`config.mk`:
```
export PLATFORM = sky130hd
export DESIGN_NAME = first_fit_segment_allocator
export DESIGN_NICKNAME = d
export VERILOG_FILES = /design/src/rtl/core/ffsa_pkg.sv /design/src/rtl/core/ffsa_cell.sv /design/src/rtl/core/first_fit_segment_allocator.sv
export SDC_FILE = /design/constraint.sdc
export NUM_CORES = 2
export LEC_CHECK = 0
export BUFFER_PORTS_ARGS = -buffer_cell sky130_fd_sc_hd__buf_2
export CAP_MARGIN = 5
export CORE_ASPECT_RATIO = 1.2
export CORE_MARGIN = 4
export CORE_UTILIZATION = 35
export CTS_CLUSTER_DIAMETER = 40
export DETAILED_ROUTE_END_ITERATION = 6
export GPL_ROUTABILITY_DRIVEN = 0
export HOLD_SLACK_MARGIN = 0.12
export PLACE_DENSITY = 0.53
export REMOVE_ABC_BUFFERS = 1
export SYNTH_ARGS = -nofsm -noshare
export SYNTH_HDL_FRONTEND = slang
export SYNTH_SLANG_ARGS = --single-unit
export TNS_END_PERCENT = 10
```
`constraint.sdc`:
```
create_clock -name clk -period 17.4 [get_ports clk]
set_clock_uncertainty 0.1 [all_clocks]
set_input_delay 1.74 -clock clk [delete_from_list [all_inputs] [get_ports clk]]
set_output_delay 1.74 -clock clk [all_outputs]
set_load 0.05 [all_outputs]
```
`src/rtl/core/ffsa_pkg.sv`:
```
package ffsa_pkg;

	typedef enum logic [1:0] {
		OP_ALLOC   = 2'd0,
		OP_REALLOC = 2'd1,
		OP_FREE    = 2'd2,
		OP_NONE    = 2'd3
	} op_t;

	typedef enum logic [1:0] {
		ST_OK        = 2'd0,
		ST_NO_SPACE  = 2'd1,
		ST_UNCHANGED = 2'd2,
		ST_NOT_FOUND = 2'd3
	} status_t;

	// Table edit broadcast to every cell: drop one entry, insert one entry.
	typedef struct packed {
		logic       rm_en;
		logic [5:0] rm_idx;
		logic       ins_en;
		logic [7:0] ins_start;
		logic [7:0] ins_len;
	} edit_t;

endpackage

```
`src/rtl/core/ffsa_cell.sv`:
```
module ffsa_cell (
	input  logic                clk,
	input  logic                arst_n,
	input  logic                upd,
	input  ffsa_pkg::edit_t     edit,
	input  logic [5:0]          my_idx,
	// Neighbor on the low side and on the high side.
	input  logic                lo_valid,
	input  logic [7:0]          lo_start,
	input  logic [7:0]          lo_len,
	input  logic                hi_valid,
	input  logic [7:0]          hi_start,
	input  logic [7:0]          hi_len,
	output logic                valid,
	output logic [7:0]          start,
	output logic [7:0]          len
);
	import ffsa_pkg::*;

	logic       valid_q;
	logic [7:0] start_q;
	logic [7:0] len_q;
	logic       src_valid;
	logic [7:0] src_start;
	logic [7:0] src_len;
	logic       lo_c_valid;
	logic       lo_before;
	logic       src_after;
	logic [5:0] src_idx;

	assign valid = valid_q;
	assign start = start_q;
	assign len   = len_q;

	// After removal this slot holds the next entry up when at or above the hole.
	always_comb begin
		if (edit.rm_en && my_idx >= edit.rm_idx) begin
			src_valid = hi_valid;
			src_start = hi_start;
			src_len   = hi_len;
		end else begin
			src_valid = valid_q;
			src_start = start_q;
			src_len   = len_q;
		end
	end

	// Compacted view of the low neighbor.
	always_comb begin
		src_idx = my_idx;
		if (edit.rm_en && my_idx - 6'd1 >= edit.rm_idx) begin
			lo_c_valid = valid_q;
			lo_before = (my_idx == 6'd0) ? 1'b1 : valid_q && start_q < edit.ins_start;
		end else begin
			lo_c_valid = lo_valid;
			lo_before = (my_idx == 6'd0) ? 1'b1 : lo_valid && lo_start < edit.ins_start;
		end
		src_after = !(src_valid && src_start < edit.ins_start);
	end

	// Above the insertion point a slot takes over the validity of the entry below.
	always_ff @(posedge clk or negedge arst_n) begin
		if (!arst_n) begin
			valid_q <= 1'b0;
		end else if (upd) begin
			if (!edit.ins_en) begin
				valid_q <= src_valid;
			end else if (src_after && !lo_before) begin
				valid_q <= lo_c_valid;
			end else begin
				valid_q <= src_valid || (src_after && lo_before);
			end
		end
	end

	// Insert: shift up if the compacted entry here lies past the new start.
	always_ff @(posedge clk) begin
		if (upd) begin
			if (!edit.ins_en || !src_after) begin
				start_q <= src_start;
				len_q   <= src_len;
			end else if (lo_before) begin
				start_q <= edit.ins_start;
				len_q   <= edit.ins_len;
			end else if (edit.rm_en && src_idx - 6'd1 >= edit.rm_idx) begin
				start_q <= start_q;
				len_q   <= len_q;
			end else begin
				start_q <= lo_start;
				len_q   <= lo_len;
			end
		end
	end
endmodule

```
`src/rtl/core/first_fit_segment_allocator.sv`:
```
// First-fit segment allocator.
// The input channel (in_valid/in_stall) carries op, req_size and handle. The
// output channel (out_valid/out_stall) carries status, seg_offset, free_left.
// The live segments sit in a row of cells, one entry each, kept in address
// order and packed at the low end. After the input transaction is accepted,
// the sequencer passes through a scan state (lookup, tail end, first gap)
// that decides and registers status and offset, an edit state that applies
// the table edit in every cell at once, and an output state that raises
// out_valid. One request is in flight at a time; the next is taken in the
// cycle after the result transaction completes. While the receiver stalls,
// the result holds and the input stalls. Reset empties the table and sets
// the free count to USABLE_BYTES; no clearing pass is needed.
module first_fit_segment_allocator #(
	parameter int USABLE_BYTES = 255,
	parameter int MAX_SEGMENTS = 16
) (
	input  logic       clk,
	input  logic       arst_n,
	input  logic       in_valid,
	output logic       in_stall,
	input  logic [1:0] op,
	input  logic [7:0] req_size,
	input  logic [7:0] handle,
	output logic       out_valid,
	input  logic       out_stall,
	output logic [1:0] status,
	output logic [7:0] seg_offset,
	output logic [7:0] free_left
);
	import ffsa_pkg::*;

	localparam int FW = $clog2(USABLE_BYTES + 1) + 1;
	localparam logic [FW-1:0] USABLE = FW'(USABLE_BYTES);

	typedef enum logic [3:0] {
		S_IDLE = 4'b0001,
		S_SCAN = 4'b0010,
		S_EDIT = 4'b0100,
		S_OUT  = 4'b1000
	} state_t;

	state_t        state_q;
	logic [1:0]    op_q;
	logic [7:0]    size_q;
	logic [7:0]    handle_q;
	logic [FW-1:0] free_q;
	logic          out_valid_q;
	logic [1:0]    status_q;
	logic [7:0]    offset_q;
	logic          upd;
	edit_t         edit_q;

	logic       cv [MAX_SEGMENTS];
	logic [7:0] cs [MAX_SEGMENTS];
	logic [7:0] cl [MAX_SEGMENTS];

	// Row of cells holding the ordered table.
	for (genvar g = 0; g < MAX_SEGMENTS; g++) begin : g_cell
		logic       lv, hv;
		logic [7:0] ls, ll, hs, hl;
		if (g == 0) begin : g_lo0
			assign lv = 1'b0;
			assign ls = '0;
			assign ll = '0;
		end else begin : g_lo
			assign lv = cv[g-1];
			assign ls = cs[g-1];
			assign ll = cl[g-1];
		end
		if (g == MAX_SEGMENTS - 1) begin : g_hiN
			assign hv = 1'b0;
			assign hs = '0;
			assign hl = '0;
		end else begin : g_hi
			assign hv = cv[g+1];
			assign hs = cs[g+1];
			assign hl = cl[g+1];
		end
		ffsa_cell u_cell (
			.clk(clk), .arst_n(arst_n), .upd(upd), .edit(edit_q),
			.my_idx(6'(g)),
			.lo_valid(lv), .lo_start(ls), .lo_len(ll),
			.hi_valid(hv), .hi_start(hs), .hi_len(hl),
			.valid(cv[g]), .start(cs[g]), .len(cl[g])
		);
	end

	// Per-cell scan terms: match, tail end, gap before each entry.
	logic          hit [MAX_SEGMENTS];
	logic          fit [MAX_SEGMENTS];
	logic [FW-1:0] endp [MAX_SEGMENTS];
	for (genvar g = 0; g < MAX_SEGMENTS; g++) begin : g_scan
		logic [FW-1:0] prev_end;
		if (g == 0) begin : g_p0
			assign prev_end = '0;
		end else begin : g_p
			assign prev_end = FW'(cs[g-1]) + FW'(cl[g-1]);
		end
		assign endp[g] = FW'(cs[g]) + FW'(cl[g]);
		assign hit[g]  = cv[g] && cs[g] == handle_q;
		assign fit[g]  = cv[g] && FW'(cs[g]) >= prev_end
			&& FW'(cs[g]) - prev_end >= FW'(size_q);
	end

	// Priority picks over the row.
	logic          found, full, gap_ok;
	logic [5:0]    hit_idx;
	logic [7:0]    hit_len;
	logic [FW-1:0] last_end, gap_at;
	always_comb begin
		found    = 1'b0;
		hit_idx  = '0;
		hit_len  = '0;
		last_end = '0;
		gap_ok   = 1'b0;
		gap_at   = '0;
		full     = cv[MAX_SEGMENTS-1];
		for (int i = MAX_SEGMENTS - 1; i >= 0; i--) begin
			if (hit[i]) begin
				found   = 1'b1;
				hit_idx = 6'(i);
				hit_len = cl[i];
			end
			if (fit[i]) begin
				gap_ok = 1'b1;
				gap_at = (i == 0) ? '0 : endp[(i == 0) ? 0 : i - 1];
			end
		end
		for (int i = 0; i < MAX_SEGMENTS; i++) begin
			if (cv[i]) last_end = endp[i];
		end
	end

	logic bad_size;
	logic tail_ok;
	assign bad_size = size_q == 8'd0 || FW'(size_q) > free_q;
	assign tail_ok  = last_end <= USABLE && USABLE - last_end >= FW'(size_q);

	assign upd       = state_q == S_EDIT;
	assign in_stall  = state_q != S_IDLE || out_valid_q;
	assign out_valid = out_valid_q;
	assign status    = status_q;
	assign seg_offset = offset_q;
	assign free_left = free_q[7:0];

	// Sequencer: capture, scan and decide, edit, deliver.
	always_ff @(posedge clk or negedge arst_n) begin
		if (!arst_n) begin
			state_q     <= S_IDLE;
			out_valid_q <= 1'b0;
			free_q      <= USABLE;
			edit_q      <= '0;
		end else begin
			if (out_valid_q && !out_stall) out_valid_q <= 1'b0;
			case (state_q)
				S_IDLE: begin
					if (in_valid && !in_stall) state_q <= S_SCAN;
				end
				S_SCAN: begin
					edit_q   <= '0;
					status_q <= ST_UNCHANGED;
					offset_q <= '0;
					case (op_q)
						OP_ALLOC: begin
							if (bad_size) begin
								status_q <= ST_UNCHANGED;
							end else if (full || !tail_ok) begin
								status_q <= ST_NO_SPACE;
							end else begin
								status_q         <= ST_OK;
								offset_q         <= last_end[7:0];
								edit_q.ins_en    <= 1'b1;
								edit_q.ins_start <= last_end[7:0];
								edit_q.ins_len   <= size_q;
								free_q           <= free_q - FW'(size_q);
							end
						end
						OP_REALLOC: begin
							if (bad_size) begin
								offset_q <= handle_q;
							end else if (!found) begin
								status_q <= ST_NOT_FOUND;
							end else if (!gap_ok && !tail_ok) begin
								status_q <= ST_NO_SPACE;
							end else begin
								status_q         <= ST_OK;
								offset_q         <= gap_ok ? gap_at[7:0] : last_end[7:0];
								edit_q.rm_en     <= 1'b1;
								edit_q.rm_idx    <= hit_idx;
								edit_q.ins_en    <= 1'b1;
								edit_q.ins_start <= gap_ok ? gap_at[7:0] : last_end[7:0];
								edit_q.ins_len   <= size_q;
								free_q           <= free_q + FW'(hit_len) - FW'(size_q);
							end
						end
						OP_FREE: begin
							if (!found) begin
								status_q <= ST_NOT_FOUND;
							end else begin
								status_q      <= ST_OK;
								edit_q.rm_en  <= 1'b1;
								edit_q.rm_idx <= hit_idx;
								free_q        <= free_q + FW'(hit_len);
							end
						end
						default: status_q <= ST_UNCHANGED;
					endcase
					state_q <= S_EDIT;
				end
				S_EDIT: state_q <= S_OUT;
				S_OUT: begin
					out_valid_q <= 1'b1;
					state_q     <= S_IDLE;
				end
				default: state_q <= S_IDLE;
			endcase
		end
	end

	always_ff @(posedge clk) begin
		if (in_valid && !in_stall) begin
			op_q     <= op;
			size_q   <= req_size;
			handle_q <= handle;
		end
	end

	// Checks on the sequencer and the table.
	a_onehot: assert property (@(posedge clk) disable iff (!arst_n) $onehot(state_q))
		else $error("state not one-hot");
	a_out_after: assert property (@(posedge clk) disable iff (!arst_n)
		$rose(out_valid_q) |-> $past(state_q == S_OUT)) else $error("stray result");
	a_free_cap: assert property (@(posedge clk) disable iff (!arst_n) free_q <= USABLE)
		else $error("free count above capacity");
	a_packed: assert property (@(posedge clk) disable iff (!arst_n)
		cv[MAX_SEGMENTS-1] |-> cv[0]) else $error("table not packed");
endmodule
```
==> impl_metrics.tcl <==
set metrics [dict create \
    status "finished clean" \
    via_per_inst 6.244 \
    finish.net_count 5753 \
    tightestPinTransition_ns 1.300 \
    antenna_left 0 \
    power_leakage_uw 0.01914 \
    setup_tns_ns 0 \
    path_buf_inv 0 \
    hp-class "flop to flop" \
    port_buffers 41 \
    placed_area_mm2 0.04588 \
    postSynthCellCount 5057 \
    die-width_um 330.1 \
    floorplan.initialDensity 0.3533 \
    detail_route.first_pass.iterations 6 \
    fmax_ghz 0.1328 \
    clock_latency_ns 0.68 \
    rsz0062_at_grt "false" \
    post-cts-setup-buffers 0 \
    seq_area_frac_synth 0.2258 \
    cpPeakStageDelay_ns 0.92 \
    total_power_uw 5063 \
    holdBufCountCts 0 \
    synth_area_mm2 0.04357 \
    final_common_cell "ha_1" \
    synth-edff-count 284 \
    ctsResizeCount 0 \
    boundaryPins 42 \
    end_kind "flop" \
    clkTransAtPathRegs_ns 0.05 \
    clockRootBuffer "clkbuf_16" \
    drtIter0Drc 4499 \
    synth.avg_cell_area_um2 8.616 \
    vias 42280 \
    relSlewSlack 0.1222 \
    ys_async_sr_fraction 0.1548 \
    grt.total_usage 0.2916 \
    antenna_found_initial 6 \
    maxCapViolCount 0 \
    fp.coreArea_mm2 0.1233 \
    synthFlopType "edfxtp_1" \
    cts_tree "yes" \
    ys_types 90 \
    startpoint_type "flop" \
    irDropWorstVdd_v 0.00007970 \
    grt_first_pass_wirelength_mm 282.0 \
    dp_hpwl_mm 146.7 \
    synth_seq_cells 336 \
    crit_type "flop to flop" \
    cts_buffers 79 \
    cts_sinks 336 \
    grt_max_degree 98 \
    die_y_um 394.5 \
    grt_pass1_vias 41000 \
    dieArea_mm2 0.1302 \
    critPathRequiredTime_ns 17.85 \
    routedWlPerCell_um 28.84 \
    min_period_ns 7.530 \
    rows 141 \
    final_cell_mix "ha_1, nor2_1, a21oi_1" \
    htreeDepth 3 \
    cts.path.max_buffers 3 \
    layout_worst_path_cycle_share 0.4328 \
    cp_common_cell "o21ai_0" \
    drive_gt1_frac 0.1122 \
    p_per_area_mw_per_mm2 104.4 \
    setup_viol 0 \
    grt_overflow 0 \
    drc 0 \
    finalMaxSlewViolations 0 \
    worst_path_dominant_cell_family "compound AO/OA/AOI/OAI gates" \
    finalHoldViolCount 0 \
    wirelength_mm 195.3 \
    path_cells "ha_1, fa_1, nand2_1, o21ai_0, a221oi_1, o31ai_1, a221oi_1, a211oi_1, a211oi_1, a2111oi_0, nor2_1, ha_1, nand2_1, o21ai_0, a21oi_1, o21ai_0, nand4_1, a31o_2, and3_1, a2111oi_4, o21ai_0, a22o_1" \
    ys_warn_count 0 \
    crit_fanout 17 \
    holdWs_ns 0.4439 \
    area_growth_pct 11.26 \
    final_cell_area_mm2 0.04848 \
    cpMaxStageDelayCell "a2111oi_4" \
    worstPathArrival_ns 7.98 \
]
## cell families after synthesis
logic type                 share of synthesized area
AOI/OAI and AO/OA                             0.2355
xor gates and xnor gates                     0.05709
adders and majority gates                     0.1983
buffers and inverters                        0.03747
DFF                                           0.2259
muxes                                        0.09878
and+or+nand+nor                               0.1471
## area by class of cell
| class | count | area (um^2) |
|---|---|---|
| Clock buffer | 99 | 2112 |
| Tap cell | 1644 | 2057 |
| Timing Repair Buffer | 153 | 1049 |
| Multi-Input combinational cell | 4307 | 32230 |
| Antenna cell | 2 | 5.005 |
| Inverter | 184 | 698.2 |
| Sequential cell | 336 | 9843 |
| Clock inverter | 46 | 481.7 |
| Fill cell | 12560 | 74840 |
## path summary, 6_finish.rpt
path | slack, ns | cells after the start | end | from
worst max-delay path | 9.87 | 22 | free_q[8] | g_cell[0].u_cell.start[0]
worst min-delay path | 0.44 | 2 | free_q[4] | free_q[4]
worst max register to register | 9.87 | 22 | free_q[8] | g_cell[0].u_cell.start[0]
worst min register to register | 0.44 | 2 | free_q[4] | free_q[4]
max in group asynchronous | 15.15 | 2 | edit_q[14] | arst_n
min in group asynchronous | 0.92 | 1 | g_cell[0].u_cell.valid | arst_n
## per-stage QoR
stage                     utilization  std cells  worst slack [ns]
after floorplan                     -       4827             9.103
after global placement         0.3720       6624             10.29
after detailed placement       0.3720       6624             10.22
after CTS                      0.3931       6769             10.24
after global routing           0.3931       6770             9.648
final                          0.3931       6771             9.870
## cells in the mapped netlist (17+ instances only)
cell       instances  area (um^2)
a2111oi_0         20        175.2
a211oi_1          57        427.9
a21boi_0          27        202.7
a21o_1           134         1006
a21oi_1          442         2212
a221oi_1          35        306.5
a22oi_1           37        277.8
a31oi_1           22        137.6
and3_1            28        175.2
buf_2             27        135.1
clkbuf_1         181        679.4
dfrtp_1           43         1076
edfxtp_1         284         8528
fa_1              34        680.7
ha_1             636         7958
inv_1            169        634.4
mux2_2           184         2072
mux2i_1          223         2232
nand2_1          347         1303
nand2b_1          86        538.0
nand3_1           90        450.4
nand4_1           62        387.9
nor2_1           452         1697
nor2b_1           80        500.5
nor3_1            92        460.4
nor4_1            23        143.9
o2111ai_1         22        192.7
o211ai_1          44        330.3
o21a_1           105        788.3
o21ai_0          361         1807
o21bai_1          17        127.6
o221ai_1          33        289.0
o22ai_1           24        150.1
o31a_1            41        359.1
o31ai_1           32        240.2
or2_2             32        200.2
or3_1             24        150.1
xnor2_1          210         1839
xor2_1            74        648.1
## tightest hold or removal path, delay by kind of cell (launching register included)
kind            cells  cell delay, ns
flops               1            0.39
simple gates        1            0.10
compound gates      1            0.04
## state kept, by name, indices dropped and copies added, names as in the netlist
signal and count:
edit_q 22, op_q 2, g_cell.u_cell.start 128, size_q 8, out_valid 1, status 2, g_cell.u_cell.valid 16, seg_offset 8
handle_q 8, free_q 9, state_q 4, g_cell.u_cell.len 128
## where the power goes
group          leakage (uW)  total, uW  switching (uW)  internal, uW
Combinational        0.0146       2440            1540           907
Clock               0.00125       1500             535           962
Sequential          0.00326       1120             146           979
## layer usage
| metal | vias up | share of wire | track usage |
|---|---|---|---|
| li1 | 19090 | - | - |
| met1 | 20440 | 0.38 | 0.3506 |
| met2 | 2112 | 0.46 | 0.4793 |
| met3 | 641 | 0.076 | 0.04818 |
| met4 | 2 | 0.079 | 0.1909 |
| met5 | - | 0.000067 | 0 |
Power figures use the tool's default switching activity.
